==> src/rtl/core/aeb_pkg.sv <==
// package for the blocked arithmetic encoder
// widths, controller command and status types, total and width helpers
package aeb_pkg;

    localparam int NUM_SYMBOLS = 1024;
    localparam int COUNT_BITS  = 24;
    localparam int IDX_W       = 11;
    localparam int CUM_W       = 25;
    localparam int IV_W        = 26;
    localparam int LEN_W       = 27;
    localparam int PROD_W      = 52;
    localparam int B_W         = 5;
    localparam int CNT_W       = 6;
    localparam int DIV_STEPS   = PROD_W;
    localparam int BLK_W       = 16;
    localparam int WORD_W      = 32;
    localparam int TAB_DEPTH   = NUM_SYMBOLS + 1;
    localparam int CFG_IDX_W   = 1;

    localparam logic [CFG_IDX_W-1:0] REG_TOTAL = 1'd0;
    localparam logic [CFG_IDX_W-1:0] REG_BLOCK = 1'd1;

    localparam logic OP_LOAD   = 1'b0;
    localparam logic OP_ENCODE = 1'b1;

    typedef struct packed {
        logic capture;
        logic load_wr;
        logic rd_next;
        logic lat_c0;
        logic lat_c1;
        logic mul;
        logic mul_sel;
        logic div_step;
        logic upd;
        logic ren_emit;
        logic ren_str;
        logic push_bs;
        logic push_grp;
        logic grp_one;
        logic term_shift;
        logic flush;
        logic fin;
    } t_cmd;

    typedef struct packed {
        logic           in_op;
        logic           bs_needed;
        logic           emit_c;
        logic           str_c;
        logic           end_blk;
        logic           lo_zero;
        logic           lo_top;
        logic           push_ok;
        logic           hold_v;
        logic [B_W-1:0] b;
    } t_stat;

    function automatic logic [CUM_W-1:0] f_eff(input logic [CUM_W-1:0] v);
        logic [CUM_W-1:0] t;
        t = v;
        if (v == '0) t = CUM_W'(1);
        if (v > (CUM_W'(1) << COUNT_BITS)) t = CUM_W'(1) << COUNT_BITS;
        return t;
    endfunction

    function automatic logic [B_W-1:0] f_width(input logic [CUM_W-1:0] t);
        logic [CUM_W-1:0] v;
        logic [B_W-1:0]   bl;
        v  = t - CUM_W'(1);
        bl = '0;
        for (int i = 0; i < CUM_W; i++) begin
            if (v[i]) bl = B_W'(i + 1);
        end
        return bl + B_W'(2);
    endfunction

    function automatic logic [IV_W-1:0] f_mask(input logic [B_W-1:0] b);
        return ~({IV_W{1'b1}} << b);
    endfunction

endpackage

==> src/rtl/core/aeb_ctrl.sv <==
// controller state machine of the blocked arithmetic encoder
// sequences table reads, divisions, renormalization and termination; uses aeb_pkg
module aeb_ctrl import aeb_pkg::*; (
    input  logic  i_clk,
    input  logic  i_rst_n,
    input  logic  i_valid,
    output logic  o_ready,
    input  t_stat i_stat,
    output t_cmd  o_cmd
);

    localparam logic [3:0] S_IDLE  = 4'd0;
    localparam logic [3:0] S_BS    = 4'd1;
    localparam logic [3:0] S_RD0   = 4'd2;
    localparam logic [3:0] S_RD1   = 4'd3;
    localparam logic [3:0] S_RD2   = 4'd4;
    localparam logic [3:0] S_MUL0  = 4'd5;
    localparam logic [3:0] S_DIV0  = 4'd6;
    localparam logic [3:0] S_MUL1  = 4'd7;
    localparam logic [3:0] S_DIV1  = 4'd8;
    localparam logic [3:0] S_UPD   = 4'd9;
    localparam logic [3:0] S_REN   = 4'd10;
    localparam logic [3:0] S_ENDC  = 4'd11;
    localparam logic [3:0] S_TERM0 = 4'd12;
    localparam logic [3:0] S_TERM1 = 4'd13;
    localparam logic [3:0] S_FIN   = 4'd14;

    logic [3:0]       r_state, n_state;
    logic [CNT_W-1:0] r_cnt, n_cnt;

    assign o_ready = (r_state == S_IDLE);

    always_comb begin
        n_state = r_state;
        n_cnt   = r_cnt;
        o_cmd   = '0;
        unique case (r_state)
            S_IDLE: begin
                if (i_valid) begin
                    o_cmd.capture = 1'b1;
                    if (i_stat.in_op == OP_LOAD) o_cmd.load_wr = 1'b1;
                    else n_state = S_BS;
                end
            end
            S_BS: begin
                if (!i_stat.bs_needed) begin
                    n_state = S_RD0;
                end else if (i_stat.push_ok) begin
                    o_cmd.push_bs = 1'b1;
                    n_state = S_RD0;
                end
            end
            S_RD0: n_state = S_RD1;
            S_RD1: begin
                o_cmd.lat_c0  = 1'b1;
                o_cmd.rd_next = 1'b1;
                n_state = S_RD2;
            end
            S_RD2: begin
                o_cmd.lat_c1 = 1'b1;
                n_state = S_MUL0;
            end
            S_MUL0: begin
                o_cmd.mul = 1'b1;
                n_cnt = '0;
                n_state = S_DIV0;
            end
            S_DIV0: begin
                o_cmd.div_step = 1'b1;
                n_cnt = r_cnt + CNT_W'(1);
                if (r_cnt == CNT_W'(DIV_STEPS - 1)) n_state = S_MUL1;
            end
            S_MUL1: begin
                o_cmd.mul     = 1'b1;
                o_cmd.mul_sel = 1'b1;
                n_cnt = '0;
                n_state = S_DIV1;
            end
            S_DIV1: begin
                o_cmd.div_step = 1'b1;
                n_cnt = r_cnt + CNT_W'(1);
                if (r_cnt == CNT_W'(DIV_STEPS - 1)) n_state = S_UPD;
            end
            S_UPD: begin
                o_cmd.upd = 1'b1;
                n_cnt = '0;
                n_state = S_REN;
            end
            S_REN: begin
                if (r_cnt >= {1'b0, i_stat.b}) begin
                    n_state = S_ENDC;
                end else if (i_stat.emit_c) begin
                    if (i_stat.push_ok) begin
                        o_cmd.push_grp = 1'b1;
                        o_cmd.ren_emit = 1'b1;
                        n_cnt = r_cnt + CNT_W'(1);
                    end
                end else if (i_stat.str_c) begin
                    o_cmd.ren_str = 1'b1;
                    n_cnt = r_cnt + CNT_W'(1);
                end else begin
                    n_state = S_ENDC;
                end
            end
            S_ENDC: n_state = i_stat.end_blk ? S_TERM0 : S_FIN;
            S_TERM0: begin
                if (i_stat.push_ok) begin
                    o_cmd.push_grp   = 1'b1;
                    o_cmd.term_shift = 1'b1;
                    n_state = S_TERM1;
                end
            end
            S_TERM1: begin
                if (i_stat.lo_zero) begin
                    n_state = S_FIN;
                end else if (i_stat.push_ok) begin
                    o_cmd.push_grp = 1'b1;
                    o_cmd.grp_one  = 1'b1;
                    if (i_stat.lo_top) o_cmd.term_shift = 1'b1;
                    else n_state = S_FIN;
                end
            end
            S_FIN: begin
                if (!i_stat.hold_v) begin
                    o_cmd.fin = 1'b1;
                    n_state = S_IDLE;
                end else if (i_stat.push_ok) begin
                    o_cmd.fin   = 1'b1;
                    o_cmd.flush = 1'b1;
                    n_state = S_IDLE;
                end
            end
            default: n_state = S_IDLE;
        endcase
    end

    always_ff @(posedge i_clk) begin
        if (!i_rst_n) begin
            r_state <= S_IDLE;
            r_cnt   <= '0;
        end else begin
            r_state <= n_state;
            r_cnt   <= n_cnt;
        end
    end

endmodule

==> config.mk <==
export PLATFORM = sky130hd
export DESIGN_NAME = aeb_ctrl
export DESIGN_NICKNAME = d
export VERILOG_FILES = /design/src/rtl/core/aeb_pkg.sv /design/src/rtl/core/aeb_ctrl.sv
export SDC_FILE = /design/constraint.sdc
export NUM_CORES = 1
export LEC_CHECK = 0
export BUFFER_PORTS_ARGS = -buffer_cell sky130_fd_sc_hd__buf_2
export CORE_UTILIZATION = 25
export CTS_BUF_LIST = sky130_fd_sc_hd__clkbuf_4 sky130_fd_sc_hd__clkbuf_8
export DETAILED_ROUTE_END_ITERATION = 6
export PLACE_DENSITY = 0.49
export SYNTH_ARGS = -nofsm -noshare
export SYNTH_HDL_FRONTEND = slang
export SYNTH_SLANG_ARGS = --single-unit
==> constraint.sdc <==
create_clock -name i_clk -period 4.35 [get_ports i_clk]
set_clock_uncertainty 0.1 [all_clocks]
set_input_delay 0 -clock i_clk [delete_from_list [all_inputs] [get_ports i_clk]]
set_output_delay 0 -clock i_clk [all_outputs]
set_load 0.02 [all_outputs]
======== After elaboration in Yosys (flattened, before gate mapping) ========
Cells that the tools add are included.
storage, ports and cells
  output and inout port bits .............. 18
  register bits after elaboration ......... 10
operators by class
  reductions and logical operators ........ 7
  mux-type cells .......................... 50
  eq/ne operators ......................... 29
  $add $sub $neg .......................... 1
  magnitude comparators ................... 1
operators with widths
  cell                 number
  $mux 4               15
  $pmux 4 s15          1
  $eq 4x4->1 const B   7
  $mux 6               4
  $ne 3x3->1 const B   8
  $pmux 6 s3           1
  $mux 1               17
  $eq 4x3->1 const B   4
  $mux 2               8
  $reduce_and 11->1    1
  $ne 2x2->1 const B   5
  $eq 4x2->1 const B   2
  $add 6x1->6 const B  1
  $eq 6x6->1 const B   1
  $ge 6x5->1           1
  $mux 3               2
  $eq 4x1->1 const B   1
  $logic_not 4->1      1
  $reduce_and 4->1     1
  $reduce_or 2->1      2
  $pmux 1 s3           1
  $reduce_bool 3->1    1
  $reduce_or 3->1      1
  $ne 2x1->1 const B   1
  $pmux 1 s2           1

======== Logic depth before layout (Yosys ltp) ========
Gate-level depths: netlist of run 1.
  depth after elaboration ................. 5
  depth in mapped cells ................... 7

======== Worst setup path before layout of run 1 ========
No wires, ideal clock.
  path kind ............................... flip-flop to output port
  start point ............................. register r_state[2]
  end point ............................... output o_cmd[15] in the netlist's numbering
  path slack .............................. 2.189 ns
  required time ........................... 4.250 ns
  cell stages (with the launch flop) ...... 5
  data arrival time ....................... 2.061 ns
  cell sequence ........................... dfxtp_1 > buf_2 > nor4_1 > and2_1 > nor2b_1
RTL lines
  what                    RTL line         text
  from (decl)             aeb_ctrl.sv:28   logic [3:0] r_state, n_state;
  from (signal assigned)  aeb_ctrl.sv:142  r_state <= n_state;
  to (decl)               aeb_ctrl.sv:9    output t_cmd o_cmd

==> out/results.tsv, run 1 <==
metric	value	unit
number of I/O pins	35	
hold path depth	3	
mux contribution to synthesized area	0.0292	
CTS Buffer Depth	2	
die height	66.2	µm
Placement Rows	22	
Min Hold Slack	176	ps
Post-Syn Nets	160	
TritonCTS Buffers	3	
FF+latch count, synth	10	
ys flop type	dfxtp_1	
port buffer count	34	
Critical Path End Type	output port	
slowest CP cell	or4_4	
CTS H-tree lvls	1	
Synth Instances	137	
FF-to-FF path depth	6	
share of cells above drive strength 1	0.257	
Hold Path Class	in2out	
Worst Path Required	4250	ps
synth-to-layout area growth	23.8	%
Max Slew Vio Count	0	
Post-Synth Adder-Cell Area	0.0729	
Synth area leaders	dfxtp_1, ha_1, nand2_1, nand2b_1, a21oi_1	
RSZ-0062 raised after global routing	false	
asr flop ratio synth	0	
xor and xnor area share after synthesis	0	
Starting Density	0.271	
clock sink count	10	
CP startpoint kind	flop	
complex-gate fraction of the synthesized area	0.295	
Synth Warn #	0	
GR Util met2	0.228	
Via density	5.16	
worst skew pair latency	240	ps
average size of a mapped cell	7.52	µm²
Hold Violations, Final	0	
Setup CP Type	reg2out	
Hold Startpoint	i_stat[13]	
vias post-DR	1110	
Fmax	0.436	GHz
leakage	0.562	nW
CP max FO	15	
clock tree root buffer cell	clkbuf_8	
Final Cycle Share	0.528	
reg2reg start	r_cnt[0]$_SDFFE_PN0P_	
CTS tree	done	
Clock transition at path regs	50	ps
post-synthesis sequential area ratio	0.194	
full die area	0.00438	mm²
peak per-stage delay on the critical path	590	ps
Post-route DRC	0	
WP data arrival	2190	ps
number of diodes	0	
design area	0.00127	mm²
Max Cap Violations	0	
wire per inst	12.6	µm
met3 Use GR	0.0397	
First DRT Iteration DRCs	28	
busiest grt layer	met2	
minimum clock period after layout	2290	ps
met1 Use GR	0.167	
width of the die	66.2	µm
EDFF count, synth	0	
Worst-Margin Slew	548	ps
Final Instance Count excl. Fillers	215	
aggregate routed wire length	2710	µm
status	complete, no violations	
worst path cell trace	or4_4 -> a211oi_4 -> o21a_1 -> a32oi_1 -> nor2_1 -> buf_2	
core area	0.00380	mm²
post-route ant nets	0	
relative slew slack	0.634	
Final nets	192	
Detail Placement HPWL	2060	µm
remaining global-route overflow	0	
Setup-failing EPs final	0	
Yosys cell types	48	
placed cell areas	0.00122	mm²
setup_tns	0	ps
Post-Syn Area	0.00103	mm²
PwrDens	342	mW/mm²
peak supply drop	0.213	mV
placed insts	211	
PnR worst setup slack	2060	ps
routability cong.	0.804	
largest family of logic cells by synthesized area	simple AND/OR/NAND/NOR gates	
vias in the first global route	1036	
antenna violations before repair	0	
First-pass DRT Iterations	4	
PostCTS Resize Cnt	0	
first-pass GRT wire length	4580	µm
critical path startpoint	r_state[0]$_SDFFE_PN0P_	
post-synthesis simple-gate area fraction	0.340	
largest net degree at the start of global routing	19	
Tot GR Track Use	0.135	
Synth top area share	0.194	
pre-CTS setup slack	2160	ps
Synth area leader	dfxtp_1	
-- routing by layer --
layer / share of wire / vias to the layer above
met5: 0 / -
met4: 0.0063 / 0
met3: 0.068 / 2
met2: 0.47 / 35
met1: 0.46 / 517
li1: - / 556
-- placed cells by master, fill, tap and decap left out, types with 3 or more instances in the layout --
cell and instances:
nor2b_1 6, nand2b_1 8, ha_1 6, a21oi_1 9, o21a_1 5, nand3_1 4
buf_2 34, mux2i_1 3, clkbuf_8 3, nor2_1 10, inv_1 9, nand2_1 16
dfxtp_1 10, o21ai_0 3, a21o_1 3
-- power breakdown --
part	switching (mW)	internal, mW
combinational	0.104	0.0830
clock	0.0370	0.0607
sequential	0.0457	0.105
-- final cells by class --
cell class	instances	area [µm²]
Fill cell	422	2520
Tap cell	48	60.1
Multi-Input combinational cell	110	759
Clock buffer	3	41.3
Inverter	9	33.8
Sequential cell	10	200
Timing Repair Buffer	35	180
-- what timing repair did --
item | 4_1_cts | 5_1_grt
endpoints found under the hold margin | 4 | 0
hold buffers | 1 | 0
setup buffers | 0 | 0
setup endpoints to repair | 0 | 0
-- path summary, 6_finish.rpt --
check / end / slack, ps
setup / recovery: o_cmd[4] / 2060
hold / removal: o_cmd[15] / 180
setup reg to reg: r_state[2]$_SDFFE_PN0P_ / 2130
hold reg to reg: r_cnt[1]$_SDFFE_PN0P_ / 400
-- Yosys cell counts (2+ instances only) --
| cell type | n |
|---|---|
| nand2_1 | 16 |
| dfxtp_1 | 10 |
| nor2_1 | 10 |
| a21oi_1 | 9 |
| inv_1 | 9 |
| nand2b_1 | 8 |
| ha_1 | 6 |
| nor2b_1 | 6 |
| clkbuf_1 | 5 |
| o21a_1 | 5 |
| nand3_1 | 4 |
| a21o_1 | 3 |
| mux2i_1 | 3 |
| o21ai_0 | 3 |
| a211oi_1 | 2 |
| and3_1 | 2 |
| buf_2 | 2 |
| nor3_1 | 2 |
| or2b_1 | 2 |
| or3_1 | 2 |
-- kinds of logic after synthesis --
family	after synthesis
compound gates	37
fa+ha+maj	6
buf+inv	17
flops	10
mux	3
simple gates	64
-- registers in the layout (all words and copies together) (netlist names) --
register,cells
r_state,4
r_cnt,6
-- critical path, delay by kind of cell, from the launching register on --
family,cells,cell delay [ps]
AOI/OAI and AO/OA,3,630
buffers and inverters,1,170
DFF,1,460
and+or+nand+nor,2,700
-- stage by stage --
stage                util  total power [mW]
finish              0.336             0.436
global route        0.336             0.474
CTS                 0.336             0.439
detailed placement  0.322             0.338
global placement    0.322             0.334
floorplan               -             0.290
Note: power is estimated with default switching activity, not from simulation.
==> inputs of run 2 (changes only) <==
PLACE_DENSITY = 0.5   (was 0.49)
clock period = 2 ns   (was 4.35 ns; I/O delays follow)
==> run 2 against run 1 <==
The flow now finishes with violations (negative setup slack). Cell count is 13% higher. Non-clock buffer count increased by 26. Die area stayed put. Global-route usage is 1.6 points higher. Combinational power grew to 3.4 times the previous value. Via count rose by 12%. Sequential share of layout area decreased by 2.7 points. First-iteration DRC count increased by 7.1%. Largest cell class unchanged. Largest power group unchanged.
==> out/results.tsv, run 2 (synthesis results as in run 1) <==
metric	value	unit
Min Hold Slack	165	ps
commonest cells after routing, fill and taps aside	buf_2, buf_4, nand2_1	
peak supply drop	0.312	mV
minimum clock period after layout	2020	ps
First-pass DRT Iterations	4	
Tot GR Track Use	0.151	
CTS H-tree lvls	1	
Max Slew Vio Count	0	
Hold Violations, Final	0	
Final Power	1.17	mW
Detail Placement HPWL	2420	µm
post-route ant nets	0	
worst skew pair latency	240	ps
First DRT Iteration DRCs	30	
synth-to-layout area growth	56.5	%
Finished Core Util	0.424	
relative slew slack	0.781	
CP max FO	4	
wire per inst	13.7	µm
share of cells above drive strength 1	0.479	
Worst Path Required	2020	ps
RSZ-0062 raised after global routing	true	
placed insts	231	
TritonCTS Buffers	3	
Final Cycle Share	1.01	
Critical Path End Type	flop	
WP data arrival	2040	ps
CTS tree	done	
first-pass GRT wire length	5060	µm
Via density	5.12	
clock sink count	10	
number of diodes	0	
Final Instance Count excl. Fillers	242	
setup_tns	-17.0	ps
WP buf/inv	0	
vias in the first global route	1154	
die height	66.2	µm
PwrDens	724	mW/mm²
CP startpoint kind	flop	
Filler cells	394	
Clock transition at path regs	50	ps
Post-route DRC	0	
Placement Rows	22	
Final nets	218	
Hold Path Class	in2out	
number of I/O pins	35	
Worst-Margin Slew	323	ps
antenna violations before repair	0	
largest net degree at the start of global routing	12	
clock tree root buffer cell	clkbuf_8	
remaining global-route overflow	0	
Fmax	0.496	GHz
port buffer count	34	
critical path's top delay family	compound AO/OA/AOI/OAI gates	
Max Cap Violations	0	
Top Registers	r_cnt: 6 flops, r_state: 4 flops	
routability cong.	0.822	
vias post-DR	1239	
design area	0.00161	mm²
slowest CP cell	a221o_1	
peak per-stage delay on the critical path	380	ps
max reg flops	6	
status	finished, violations left	
Reg with most FFs	r_cnt	
leakage	0.716	nW
Setup-failing EPs final	1	
Setup CP Type	reg2reg	
worst path cell trace	ha_4 -> nand2b_4 -> or3_4 -> a221o_1 -> a21o_1 -> o311a_1	
width of the die	66.2	µm
commonest non-fill, non-tap cell in the layout	buf_2	
Starting Density	0.271	
core area	0.00380	mm²
CTS Buffer Depth	2	
pre-CTS setup slack	-46.4	ps
failing checks	negative setup slack	
aggregate routed wire length	3300	µm
full die area	0.00438	mm²
placed cell areas	0.00139	mm²
PnR worst setup slack	-17.0	ps
run 2: cell types whose count changed in the layout (fill, tap and decap cells not counted), sizes merged:
| cell | delta |
|---|---|
| buf | +26 |
| clkbuf | +1 |
run 2: worst reg2reg max path, delay by kind of cell (launching register included):
family,cells,cell delay [ps]
and+or+nand+nor,2,370
adders and majority gates,1,140
AOI/OAI and AO/OA,3,920
DFF,1,360
run 2: area by class of cell:
class	count	area [µm²]	share of cell area
Tap cell	48	60.1	0.0373
Clock buffer	4	55.1	0.0342
Sequential cell	10	210	0.130
Multi-Input combinational cell	110	862	0.535
Inverter	9	33.8	0.0210
Timing Repair Buffer	61	390	0.242
run 2: path summary, 6_finish.rpt:
| check | slack [ps] | cells after the start | startpoint | endpoint |
|---|---|---|---|---|
| max | -20 | 6 | r_cnt[0]$_SDFFE_PN0P_ | r_state[2]$_SDFFE_PN0P_ |
| min reg2reg | 430 | 2 | r_cnt[5]$_SDFFE_PN0P_ | r_cnt[5]$_SDFFE_PN0P_ |
| max reg2reg | -20 | 6 | r_cnt[0]$_SDFFE_PN0P_ | r_state[2]$_SDFFE_PN0P_ |
| min | 160 | 3 | i_stat[13] | o_cmd[15] |
run 2: per-layer routing:
| metal | GRT usage | wire (µm) | part of all wire | vias up |
|---|---|---|---|---|
| met5 | 0 | 0 | 0 | - |
| met3 | 0.0397 | 178 | 0.054 | 6 |
| li1 | - | - | - | 608 |
| met4 | 0.0638 | 54 | 0.016 | 0 |
| met1 | 0.172 | 1470 | 0.44 | 579 |
| met2 | 0.264 | 1600 | 0.48 | 46 |
run 2: where the power goes:
group          switching, mW  internal, mW
Combinational          0.334         0.299
Clock                 0.0848         0.174
Sequential            0.0442         0.232
Total                  0.463         0.704
run 2: what timing repair did:
item	4_1_cts	5_1_grt
hold buffers	1	0
setup buffers	3	4
pin swaps	5	8
gates resized for setup	11	17
endpoints found under the setup margin	7	11
hold endpoints to repair	4	0
==> inputs of run 3 (changes only) <==
--- a/config.mk
+++ b/config.mk
@@ -8,6 +8,6 @@
 export BUFFER_PORTS_ARGS = -buffer_cell sky130_fd_sc_hd__buf_2
-export CORE_UTILIZATION = 25
+export CORE_UTILIZATION = 47
 export CTS_BUF_LIST = sky130_fd_sc_hd__clkbuf_4 sky130_fd_sc_hd__clkbuf_8
 export DETAILED_ROUTE_END_ITERATION = 6
-export PLACE_DENSITY = 0.5
+export PLACE_DENSITY = 0.81
 export SYNTH_ARGS = -nofsm -noshare
==> constraint.sdc (replaced) <==
create_clock -name i_clk -period 2 [get_ports i_clk]
set_clock_uncertainty 0.1 [all_clocks]
set_input_delay 0.4 -clock i_clk [delete_from_list [all_inputs] [get_ports i_clk]]
set_output_delay 0.4 -clock i_clk [all_outputs]
set_load 0.02 [all_outputs]
==> run 3 against run 2 <==
The run still ends with negative setup slack left. Sequential share of layout area fell by 1.4 points. Sequential power is 4% higher. Worst hold slack better by 160 ps. Largest cell class unchanged.
==> out/results.tsv, run 3 (synthesis results as in run 1) <==
metric	value	unit
vias in the first global route	1428	
FF-to-FF path depth	7	
Worst Path Required	1500	ps
commonest non-fill, non-tap cell in the layout	buf_4	
cts hold-fix bufs	0	
hold path depth	2	
width of the die	48.8	µm
Hold Startpoint	i_rst_n	
worst path cell trace	ha_1 -> a21o_1 -> a211oi_4 -> o21a_1 -> a32oi_1 -> nor2_2 -> buf_4	
commonest cells after routing, fill and taps aside	buf_4, buf_2, buf_6	
reg-to-reg endpoint	r_state[2]$_SDFFE_PN0P_	
Tot GR Track Use	0.381	
peak supply drop	0.838	mV
number of I/O pins	35	
Critical Path End Type	output port	
Final Instance Count excl. Fillers	236	
routability cong.	0.857	
remaining global-route overflow	0	
share of cells above drive strength 1	0.603	
pre-CTS setup slack	-417	ps
slowest CP cell	dfxtp_1	
CTS tree	done	
peak per-stage delay on the critical path	340	ps
wire per inst	23.8	µm
failing checks	negative setup slack	
WHS Endpoint	r_state[0]$_SDFFE_PN0P_	
Final Power	1.48	mW
TritonCTS Buffers	3	
antenna violations before repair	0	
critical path startpoint	r_cnt[3]$_SDFFE_PN0P_	
relative slew slack	0.783	
clock sink count	10	
reg2reg start	r_cnt[0]$_SDFFE_PN0P_	
placed cell areas	0.00147	mm²
Final nets	233	
die height	48.8	µm
port buffer count	34	
footprint of the multi-input gates	976	µm²
number of diodes	0	
Sequential Area	218	µm²
PwrDens	789	mW/mm²
Min Hold Slack	324	ps
placed insts	218	
WP data arrival	2030	ps
Setup-failing EPs final	20	
Starting Density	0.514	
Filler cells	66	
clock tree root buffer cell	clkbuf_4	
Clock transition at path regs	80	ps
CTS H-tree lvls	1	
CTS Buffer Depth	2	
vias post-DR	1623	
full die area	0.00238	mm²
Post-route DRC	0	
Max Cap Violations	0	
Top Registers	r_cnt: 6 flops, r_state: 4 flops	
leakage	0.830	nW
setup_tns	-3590	ps
First DRT Iteration DRCs	112	
Worst-Margin Slew	325	ps
Hold Violations, Final	0	
Reg with most FFs	r_cnt	
post-route ant nets	0	
aggregate routed wire length	5630	µm
RSZ-0062 raised after global routing	true	
Hold Path Class	in2reg	
Via density	6.88	
synth-to-layout area growth	82.0	%
core area	0.00200	mm²
CP startpoint kind	flop	
largest net degree at the start of global routing	11	
minimum clock period after layout	2530	ps
First-pass DRT Iterations	4	
status	finished, violations left	
max reg flops	6	
Setup CP Type	reg2out	
Detail Placement HPWL	2280	µm
CP max FO	4	
Fmax	0.395	GHz
design area	0.00187	mm²
Max Slew Vio Count	0	
first-pass GRT wire length	6860	µm
Worst R2R Setup Slack	-220	ps
Final Cycle Share	1.27	
Finished Core Util	0.936	
worst skew pair latency	290	ps
Placement Rows	16	
PnR worst setup slack	-535	ps
-- run 3: worst max path at each step --
stage,slack (ps),depth (start not counted),to
2_1_floorplan,-210,7,o_cmd[4]
3_3_place_gp,-360,9,o_cmd[4]
3_5_place_dp,-420,9,o_cmd[4]
4_1_cts,-400,7,o_cmd[4]
5_1_grt,-550,7,o_cmd[4]
6_report,-530,7,o_cmd[4]
-- run 3: where the power goes --
part,total (mW),switching [mW],internal (mW)
clock,0.203,0.0924,0.111
combinational,0.987,0.515,0.472
sequential,0.288,0.0469,0.241
-- run 3: cell type report --
class / instances / share of cell area
Multi-Input combinational cell: 110 / 0.521
Inverter: 9 / 0.0247
Sequential cell: 10 / 0.116
Timing Repair Buffer: 76 / 0.301
Tap cell: 27 / 0.0180
Clock buffer: 4 / 0.0194
-- run 3: repair_timing --
action,4_1_cts,5_1_grt
pin swaps,12,21
setup endpoints to repair,15,21
setup buffers,13,7
gates resized for setup,36,32
gates cloned,0,0
-- run 3: per-layer routing --
metal	global-route usage	wire (µm)	up-vias
met1	0.421	1880	742
li1	-	-	640
met5	0	0	-
met2	0.650	2410	170
met3	0.109	703	71
met4	0.216	625	0
-- run 3: worst max-delay path: cells and delay by family (launching register included) --
kind            cells  cell delay, ps
simple gates        1             150
fa+ha+maj           1             320
flops               1             340
compound gates      4             790
buf+inv             1             160
